`config.mk`:
```
export PLATFORM = sky130hd
export DESIGN_NAME = gnss_two_block_frame_parser
export DESIGN_NICKNAME = d
export VERILOG_FILES = /design/src/rtl/gtbfp_pkg.sv /design/src/rtl/gnss_two_block_frame_parser.sv /design/src/rtl/gtbfp_step.sv /design/src/rtl/gtbfp_out_reg.sv
export VERILOG_INCLUDE_DIRS = /design/src /design/src/rtl
export SDC_FILE = /design/constraint.sdc
export NUM_CORES = 1
export LEC_CHECK = 0
export BUFFER_PORTS_ARGS = -buffer_cell sky130_fd_sc_hd__clkbuf_2
export CAP_MARGIN = 20
export CORE_MARGIN = 3
export CORE_UTILIZATION = 25
export DETAILED_ROUTE_END_ITERATION = 8
export GPL_TIMING_DRIVEN = 0
export SETUP_SLACK_MARGIN = 0.4
export SYNTH_ARGS = -nofsm -noshare
export SYNTH_HDL_FRONTEND = slang
export SYNTH_SLANG_ARGS = --single-unit
```
`constraint.sdc`:
```
create_clock -name clk_i -period 2.6 [get_ports clk_i]
set_clock_uncertainty 0.15 [all_clocks]
set_input_delay 0.26 -clock clk_i [delete_from_list [all_inputs] [get_ports clk_i]]
set_output_delay 0.26 -clock clk_i [all_outputs]
set_load 0.01 [all_outputs]
```
`src/rtl/gnss_two_block_frame_parser_macros.svh`:
```
// Assertion helpers for the two-block frame parser.
// All of them sample on clk_i and are disabled while rst_ni is low.
`ifndef GNSS_TWO_BLOCK_FRAME_PARSER_MACROS_SVH
`define GNSS_TWO_BLOCK_FRAME_PARSER_MACROS_SVH

`ifndef NO_ASSERTIONS

`define GTBFP_ASSERT_SAME(lbl, ante, cons) \
  lbl: assert property (@(posedge clk_i) disable iff (!rst_ni) (ante) |-> (cons)) \
    else $error("same-cycle check failed");

`define GTBFP_ASSERT_NEXT(lbl, ante, cons) \
  lbl: assert property (@(posedge clk_i) disable iff (!rst_ni) (ante) |=> (cons)) \
    else $error("next-cycle check failed");

`else

`define GTBFP_ASSERT_SAME(lbl, ante, cons)

`define GTBFP_ASSERT_NEXT(lbl, ante, cons)

`endif

`endif

```
`src/rtl/gtbfp_pkg.sv`:
```
`default_nettype none

package gtbfp_pkg;

  localparam logic [7:0] FrameStx = 8'h02;
  localparam logic [7:0] FrameEtx = 8'h03;

  localparam logic [7:0] ExpectedTypeReset  = 8'h57;
  localparam logic [7:0] ControlLengthReset = 8'h0A;
  localparam logic [7:0] MaxDataLengthReset = 8'd178;

  localparam int unsigned CfgIdxW = 2;

  typedef enum logic [CfgIdxW-1:0] {
    CFG_EXPECTED_TYPE   = 2'd0,
    CFG_CONTROL_LENGTH  = 2'd1,
    CFG_MAX_DATA_LENGTH = 2'd2
  } cfg_idx_e;

  typedef enum logic [2:0] {
    KIND_CONSUMED = 3'd0,
    KIND_PASS     = 3'd1,
    KIND_PAYLOAD  = 3'd2,
    KIND_DONE     = 3'd3,
    KIND_REJECT   = 3'd4
  } kind_e;

  typedef enum logic [3:0] {
    PH_C_STX    = 4'd0,
    PH_C_STATUS = 4'd1,
    PH_C_TYPE   = 4'd2,
    PH_C_LEN    = 4'd3,
    PH_C_DATA   = 4'd4,
    PH_C_SUM    = 4'd5,
    PH_C_ETX    = 4'd6,
    PH_D_STX    = 4'd7,
    PH_D_STATUS = 4'd8,
    PH_D_TYPE   = 4'd9,
    PH_D_LEN    = 4'd10,
    PH_D_DATA   = 4'd11,
    PH_D_SUM    = 4'd12,
    PH_D_ETX    = 4'd13
  } phase_e;

  typedef struct packed {
    logic [7:0] expected_type;
    logic [7:0] control_length;
    logic [7:0] max_data_length;
  } cfg_t;

  typedef struct packed {
    phase_e     phase;
    logic [7:0] running_sum;
    logic [7:0] control_count;
    logic [7:0] data_length;
    logic [7:0] write_index;
  } parse_state_t;

  typedef struct packed {
    kind_e      kind;
    logic [7:0] out_byte;
    logic [7:0] payload_index;
    logic [7:0] payload_length;
  } result_t;

endpackage

`default_nettype wire

```
`src/rtl/gnss_two_block_frame_parser.sv`:
```
`default_nettype none
`include "gnss_two_block_frame_parser_macros.svh"

// Parser for a two-block receiver reply, one byte per request. A reply is a control block
// and then a data block, each framed as STX, status, type, length, payload, checksum, ETX.
// Every accepted byte yields exactly one result in the output register in the next cycle:
// consumed, passed through (idle bytes that are not STX), a data payload byte with its
// index, frame done with the data length, or rejected. The parser takes one byte every
// clock cycle; the only limit is the single output register, which accepts a new byte
// whenever it is empty or is being read in the same cycle. Configuration registers are
// written through the cfg port and take effect on the next byte that uses them.
module gnss_two_block_frame_parser (
  input  wire logic                          clk_i,
  input  wire logic                          rst_ni,
  input  wire logic                          cfg_we_i,
  input  wire logic [gtbfp_pkg::CfgIdxW-1:0] cfg_index_i,
  input  wire logic [7:0]                    cfg_data_i,
  input  wire logic                          in_valid_i,
  output logic                               in_ready_o,
  input  wire logic [7:0]                    rx_byte_i,
  output logic                               out_valid_o,
  input  wire logic                          out_ready_i,
  output logic [2:0]                         kind_o,
  output logic [7:0]                         out_byte_o,
  output logic [7:0]                         payload_index_o,
  output logic [7:0]                         payload_length_o
);

  gtbfp_pkg::cfg_t         cfg_q;
  gtbfp_pkg::parse_state_t state_q;
  gtbfp_pkg::parse_state_t state_d;
  gtbfp_pkg::result_t      step_result;
  gtbfp_pkg::result_t      out_result;
  logic                    space;
  logic                    accept;

  assign in_ready_o = space;
  assign accept     = in_valid_i && space;

  always_ff @(posedge clk_i or negedge rst_ni) begin
    if (!rst_ni) begin
      cfg_q.expected_type   <= gtbfp_pkg::ExpectedTypeReset;
      cfg_q.control_length  <= gtbfp_pkg::ControlLengthReset;
      cfg_q.max_data_length <= gtbfp_pkg::MaxDataLengthReset;
    end else if (cfg_we_i) begin
      unique case (gtbfp_pkg::cfg_idx_e'(cfg_index_i))
        gtbfp_pkg::CFG_EXPECTED_TYPE:   cfg_q.expected_type   <= cfg_data_i;
        gtbfp_pkg::CFG_CONTROL_LENGTH:  cfg_q.control_length  <= cfg_data_i;
        gtbfp_pkg::CFG_MAX_DATA_LENGTH: cfg_q.max_data_length <= cfg_data_i;
        default: begin
        end
      endcase
    end
  end

  always_ff @(posedge clk_i or negedge rst_ni) begin
    if (!rst_ni) begin
      state_q <= '{phase: gtbfp_pkg::PH_C_STX, running_sum: 8'd0, control_count: 8'd0,
                   data_length: 8'd0, write_index: 8'd0};
    end else if (accept) begin
      state_q <= state_d;
    end
  end

  gtbfp_step u_step (
    .state_i   (state_q),
    .cfg_i     (cfg_q),
    .rx_byte_i (rx_byte_i),
    .state_o   (state_d),
    .result_o  (step_result)
  );

  gtbfp_out_reg u_out_reg (
    .clk_i       (clk_i),
    .rst_ni      (rst_ni),
    .load_i      (accept),
    .result_i    (step_result),
    .out_ready_i (out_ready_i),
    .space_o     (space),
    .out_valid_o (out_valid_o),
    .result_o    (out_result)
  );

  assign kind_o           = out_result.kind;
  assign out_byte_o       = out_result.out_byte;
  assign payload_index_o  = out_result.payload_index;
  assign payload_length_o = out_result.payload_length;

  `GTBFP_ASSERT_SAME(a_stall_only_when_full, !in_ready_o, out_valid_o)
  `GTBFP_ASSERT_SAME(a_index_only_on_payload,
                     out_valid_o && (kind_o != gtbfp_pkg::KIND_PAYLOAD),
                     payload_index_o == 8'd0)
  `GTBFP_ASSERT_SAME(a_length_only_on_done,
                     out_valid_o && (kind_o != gtbfp_pkg::KIND_DONE),
                     payload_length_o == 8'd0)
  `GTBFP_ASSERT_NEXT(a_idle_byte_passes,
                     accept && (state_q.phase == gtbfp_pkg::PH_C_STX) &&
                     (rx_byte_i != gtbfp_pkg::FrameStx),
                     out_valid_o && (kind_o == gtbfp_pkg::KIND_PASS) &&
                     (out_byte_o == $past(rx_byte_i)))

endmodule

`default_nettype wire

```
`src/rtl/gtbfp_step.sv`:
```
`default_nettype none

module gtbfp_step (
  input  var gtbfp_pkg::parse_state_t state_i,
  input  var gtbfp_pkg::cfg_t         cfg_i,
  input  wire logic [7:0]             rx_byte_i,
  output gtbfp_pkg::parse_state_t     state_o,
  output gtbfp_pkg::result_t          result_o
);

  gtbfp_pkg::phase_e phase_d;
  logic [7:0]        sum_plus;
  logic [7:0]        count_inc;
  logic [7:0]        index_inc;
  logic              type_ok;

  assign sum_plus  = state_i.running_sum + rx_byte_i;
  assign count_inc = state_i.control_count + 8'd1;
  assign index_inc = state_i.write_index + 8'd1;
  assign type_ok   = (rx_byte_i == cfg_i.expected_type);

  // Next phase.
  always_comb begin
    unique case (state_i.phase)
      gtbfp_pkg::PH_C_STX: begin
        phase_d = (rx_byte_i == gtbfp_pkg::FrameStx) ? gtbfp_pkg::PH_C_STATUS
                                                     : gtbfp_pkg::PH_C_STX;
      end
      gtbfp_pkg::PH_C_STATUS: phase_d = gtbfp_pkg::PH_C_TYPE;
      gtbfp_pkg::PH_D_STATUS: phase_d = gtbfp_pkg::PH_D_TYPE;
      gtbfp_pkg::PH_C_TYPE: begin
        phase_d = type_ok ? gtbfp_pkg::PH_C_LEN : gtbfp_pkg::PH_C_STX;
      end
      gtbfp_pkg::PH_D_TYPE: begin
        phase_d = type_ok ? gtbfp_pkg::PH_D_LEN : gtbfp_pkg::PH_C_STX;
      end
      gtbfp_pkg::PH_C_LEN: begin
        if (rx_byte_i != cfg_i.control_length) begin
          phase_d = gtbfp_pkg::PH_C_STX;
        end else if (rx_byte_i == 8'd0) begin
          phase_d = gtbfp_pkg::PH_C_SUM;
        end else begin
          phase_d = gtbfp_pkg::PH_C_DATA;
        end
      end
      gtbfp_pkg::PH_C_DATA: begin
        phase_d = (count_inc == cfg_i.control_length) ? gtbfp_pkg::PH_C_SUM
                                                       : gtbfp_pkg::PH_C_DATA;
      end
      gtbfp_pkg::PH_C_SUM: begin
        phase_d = (rx_byte_i == state_i.running_sum) ? gtbfp_pkg::PH_C_ETX
                                                      : gtbfp_pkg::PH_C_STX;
      end
      gtbfp_pkg::PH_C_ETX: begin
        phase_d = (rx_byte_i == gtbfp_pkg::FrameEtx) ? gtbfp_pkg::PH_D_STX
                                                     : gtbfp_pkg::PH_C_STX;
      end
      gtbfp_pkg::PH_D_STX: begin
        phase_d = (rx_byte_i == gtbfp_pkg::FrameStx) ? gtbfp_pkg::PH_D_STATUS
                                                     : gtbfp_pkg::PH_C_STX;
      end
      gtbfp_pkg::PH_D_LEN: begin
        if (rx_byte_i > cfg_i.max_data_length) begin
          phase_d = gtbfp_pkg::PH_C_STX;
        end else if (rx_byte_i == 8'd0) begin
          phase_d = gtbfp_pkg::PH_D_SUM;
        end else begin
          phase_d = gtbfp_pkg::PH_D_DATA;
        end
      end
      gtbfp_pkg::PH_D_DATA: begin
        phase_d = (index_inc == state_i.data_length) ? gtbfp_pkg::PH_D_SUM
                                                      : gtbfp_pkg::PH_D_DATA;
      end
      gtbfp_pkg::PH_D_SUM: phase_d = gtbfp_pkg::PH_D_ETX;
      gtbfp_pkg::PH_D_ETX: phase_d = gtbfp_pkg::PH_C_STX;
      default:             phase_d = gtbfp_pkg::PH_C_STX;
    endcase
  end

  // Result and datapath updates.
  always_comb begin
    state_o       = state_i;
    state_o.phase = phase_d;
    result_o      = '{kind: gtbfp_pkg::KIND_CONSUMED, out_byte: 8'd0,
                      payload_index: 8'd0, payload_length: 8'd0};
    unique case (state_i.phase)
      gtbfp_pkg::PH_C_STX: begin
        if (rx_byte_i == gtbfp_pkg::FrameStx) begin
          state_o.running_sum   = 8'd0;
          state_o.control_count = 8'd0;
        end else begin
          result_o.kind     = gtbfp_pkg::KIND_PASS;
          result_o.out_byte = rx_byte_i;
        end
      end
      gtbfp_pkg::PH_C_STATUS, gtbfp_pkg::PH_D_STATUS: begin
        state_o.running_sum = sum_plus;
      end
      gtbfp_pkg::PH_C_TYPE, gtbfp_pkg::PH_D_TYPE: begin
        if (type_ok) begin
          state_o.running_sum = sum_plus;
        end else begin
          result_o.kind = gtbfp_pkg::KIND_REJECT;
        end
      end
      gtbfp_pkg::PH_C_LEN: begin
        if (rx_byte_i == cfg_i.control_length) begin
          state_o.running_sum = sum_plus;
        end else begin
          result_o.kind = gtbfp_pkg::KIND_REJECT;
        end
      end
      gtbfp_pkg::PH_C_DATA: begin
        state_o.control_count = count_inc;
        state_o.running_sum   = sum_plus;
      end
      gtbfp_pkg::PH_C_SUM: begin
        if (rx_byte_i != state_i.running_sum) begin
          result_o.kind = gtbfp_pkg::KIND_REJECT;
        end
      end
      gtbfp_pkg::PH_C_ETX: begin
        if (rx_byte_i != gtbfp_pkg::FrameEtx) begin
          result_o.kind = gtbfp_pkg::KIND_REJECT;
        end
      end
      gtbfp_pkg::PH_D_STX: begin
        if (rx_byte_i == gtbfp_pkg::FrameStx) begin
          state_o.running_sum = 8'd0;
        end else begin
          result_o.kind = gtbfp_pkg::KIND_REJECT;
        end
      end
      gtbfp_pkg::PH_D_LEN: begin
        if (rx_byte_i > cfg_i.max_data_length) begin
          result_o.kind       = gtbfp_pkg::KIND_REJECT;
          state_o.running_sum = 8'd0;
        end else begin
          state_o.data_length = rx_byte_i;
          state_o.write_index = 8'd0;
          state_o.running_sum = sum_plus;
        end
      end
      gtbfp_pkg::PH_D_DATA: begin
        result_o.kind          = gtbfp_pkg::KIND_PAYLOAD;
        result_o.out_byte      = rx_byte_i;
        result_o.payload_index = state_i.write_index;
        state_o.write_index    = index_inc;
        state_o.running_sum    = sum_plus;
      end
      gtbfp_pkg::PH_D_SUM: begin
        // The data checksum byte is skipped without a check.
      end
      gtbfp_pkg::PH_D_ETX: begin
        if (rx_byte_i == gtbfp_pkg::FrameEtx) begin
          result_o.kind           = gtbfp_pkg::KIND_DONE;
          result_o.payload_length = state_i.data_length;
        end else begin
          result_o.kind = gtbfp_pkg::KIND_REJECT;
        end
      end
      default: begin
      end
    endcase
  end

endmodule

`default_nettype wire

```
`src/rtl/gtbfp_out_reg.sv`:
```
`default_nettype none

module gtbfp_out_reg (
  input  wire logic               clk_i,
  input  wire logic               rst_ni,
  input  wire logic               load_i,
  input  var gtbfp_pkg::result_t  result_i,
  input  wire logic               out_ready_i,
  output logic                    space_o,
  output logic                    out_valid_o,
  output gtbfp_pkg::result_t      result_o
);

  logic               valid_q;
  logic               valid_d;
  gtbfp_pkg::result_t data_q;

  // A new request may enter when the register is empty or drains this cycle.
  assign space_o     = !valid_q || out_ready_i;
  assign out_valid_o = valid_q;
  assign result_o    = data_q;

  always_comb begin
    valid_d = valid_q;
    if (load_i) begin
      valid_d = 1'b1;
    end else if (out_ready_i) begin
      valid_d = 1'b0;
    end
  end

  always_ff @(posedge clk_i or negedge rst_ni) begin
    if (!rst_ni) begin
      valid_q <= 1'b0;
    end else begin
      valid_q <= valid_d;
    end
  end

  always_ff @(posedge clk_i) begin
    if (load_i) begin
      data_q <= result_i;
    end
  end

endmodule

`default_nettype wire
```
==> out/metrics.cfg <==
[floorplan]
std_cell_rows=51
coreArea_um2=19800
die_h_um=149
die_area_um2=22300
io_pins=52
die_w_um=149
initial_core_util=0.259

[grt]
grt.busiest_layer=met2
grtUsageMet2=0.179
grt_util_all_layers=0.114
use_met1=0.158
antenna_found_initial=0
grt_max_degree=37
grt_overflow=0
use_met3=0.0286
grt_pass1_wl_um=20000
grt_pass1_vias=3708

[sta]
period_share=0.917
relSlewSlack=0.560
rsz0062_at_grt=true
whs_ns=0.0399
max_freq_mhz=420
setup_viol=0
fin_crit_ns=2.38
tightest_slew_ns=0.657
finalHoldViolations=0
maxSlewViolCount=0

[yosys]
synth_top_area_share=0.244
synth_edf_count=27
synth_top_flop_cell=dfrtp_1
yosysWarnings=0
async_reset_ff_frac=0.693
synth.distinct_cells=59
syn-instance-count=488
syn_nets=529
synth_area_leaders=dfrtp_1 24%, edfxtp_1 16%, mux2_2 6.4%
synth-seq-area-share=0.458
synth_top_area_cell=dfrtp_1
ys_ff_latch=88
syn_area_um2=5140
syn_avg_cell_area_um2=10.5

[cts]
cts_sinks=88
clk_path_buf_depth=2
clock_latency_ns=0.35
cts_root_buf=clkbuf_16
numCtsBuffers=9
clkTransAtPathRegs_ns=0.07
tritoncts=done
htree_levels=3

[hold_path]
hold_class=input port to flip-flop
min_path_cells=2

[critical_path]
critical_path_class=flip-flop to flip-flop
r2r_slack_ns=0.22
cp.required_ns=2.72
start_kind=flip-flop
crit_path_end_kind=flip-flop
cp.arrival_ns=2.51
worst_r2r_path_depth=10
crit_fanout=3

[final_layout]
fin_util=0.317
area_growth_pct=22.3
final_cell_mix=50 x clkbuf_2, 49 x dfrtp_1, 34 x nand2_1
drive_gt1_frac=0.291
nets=600
final_common_cell=clkbuf_2
final-instance-count-excl-fill=829
diodes=0

[flow_run]
cap_violations=0

[placed_design]
dp_cells=805
port_buffers=51
place.gp.congestion=0.873
place_hpwl_um=8980

[drt]
via_count=3881
wl_um=12300
avgViaCountPerCell=4.68
drtPass1Iterations=7
detail-route-antenna-nets=0
route.detailed.drc=0
post_drt_wl_per_cell_um=14.9
drt_iter0_drc=236

[power]
p_total_uw=4660
peakVddDrop_uv=327
p_per_area_nw_per_um2=742
p_leak_uw=0.00253

[status]
status=complete, no violations

## cell usage after synthesis, types with 5 or more instances
cell      count
a21oi_1      15
a31oi_1       7
and2_1       18
and3_1        6
buf_2        10
clkbuf_1      5
dfrtp_1      50
dfstp_2      11
edfxtp_1     27
ha_1         17
inv_1        17
mux2_2       29
nand2_1      35
nand2b_1      8
nand3_1      19
nand4_1       8
nor2_1       27
nor2b_1      11
nor3_1        6
nor4_1       11
o21ai_0      23
o21ai_1       6
o31ai_1       8
xnor2_1      22
xor2_1       30
## area by class of cell
cell class	count	area [um2]
plain buffers	19	124
clock inverters	7	46.3
flip-flops and latches	88	2350
fillers	2047	13600
inverters	18	67.6
clock buffers	9	225
well taps	265	332
repair buffers	60	359
multi-input cells	363	2780
## per-stage QoR
step	area (um2)	setup slack, ns	TNS, ns
after detailed placement	5770	-0.294	-1.55
after global placement	5740	-0.263	-1.06
after global routing	6280	0.117	0
final	6280	0.216	0
after CTS	6230	0.176	0
after floorplan	5160	0.259	0
## layer usage
layer	part of all wire	wire, um
met3	0.053	655
met1	0.48	5860
met4	0.0088	109
met2	0.46	5710
met5	0	0
## repair_timing
item	CTS	global route
buffers inserted	6	0
endpoints found under the hold margin	26	0
endpoints found under the setup margin	31	43
gates resized for setup	27	12
pin swaps	14	8
hold buffers	2	0
## worst paths after layout
check	start	end
min	cfg_data_i[6]	cfg_q[14]
min reg2reg	cfg_q[6]	cfg_q[6]
max	cfg_q[1]	state_q[32]
min in group asynchronous	rst_ni	state_q[10]
max in group asynchronous	rst_ni	cfg_q[9]
max reg2reg	cfg_q[1]	state_q[32]
## power by group
group	internal (uW)	switching, uW
clock	645	553
combinational	689	873
sequential	1690	211
## critical path: stages, from the launching register on
cell and delay [ns]:
dfstp_2 0.54, inv_2 0.04, ha_4 0.21, nor2b_4 0.12
o211ai_1 0.19, a21oi_2 0.10, o21bai_4 0.22, buf_6 0.16
a31oi_4 0.08, o32ai_2 0.31, a2bb2oi_1 0.19
## cell families after synthesis
group,after synthesis,share of synthesized area
fa+ha+maj,18,0.0453
simple gates,168,0.183
xor+xnor,52,0.0886
mux,32,0.0701
buf+inv,37,0.0353
compound gates,93,0.120
flops,88,0.458
## flip-flops by register name, summed over array words and instances (netlist names)
register / flops
u_out_reg.result_o: 27
cfg_q: 24
state_q: 36
u_out_reg.out_valid_o: 1
Power figures use the tool's default switching activity.
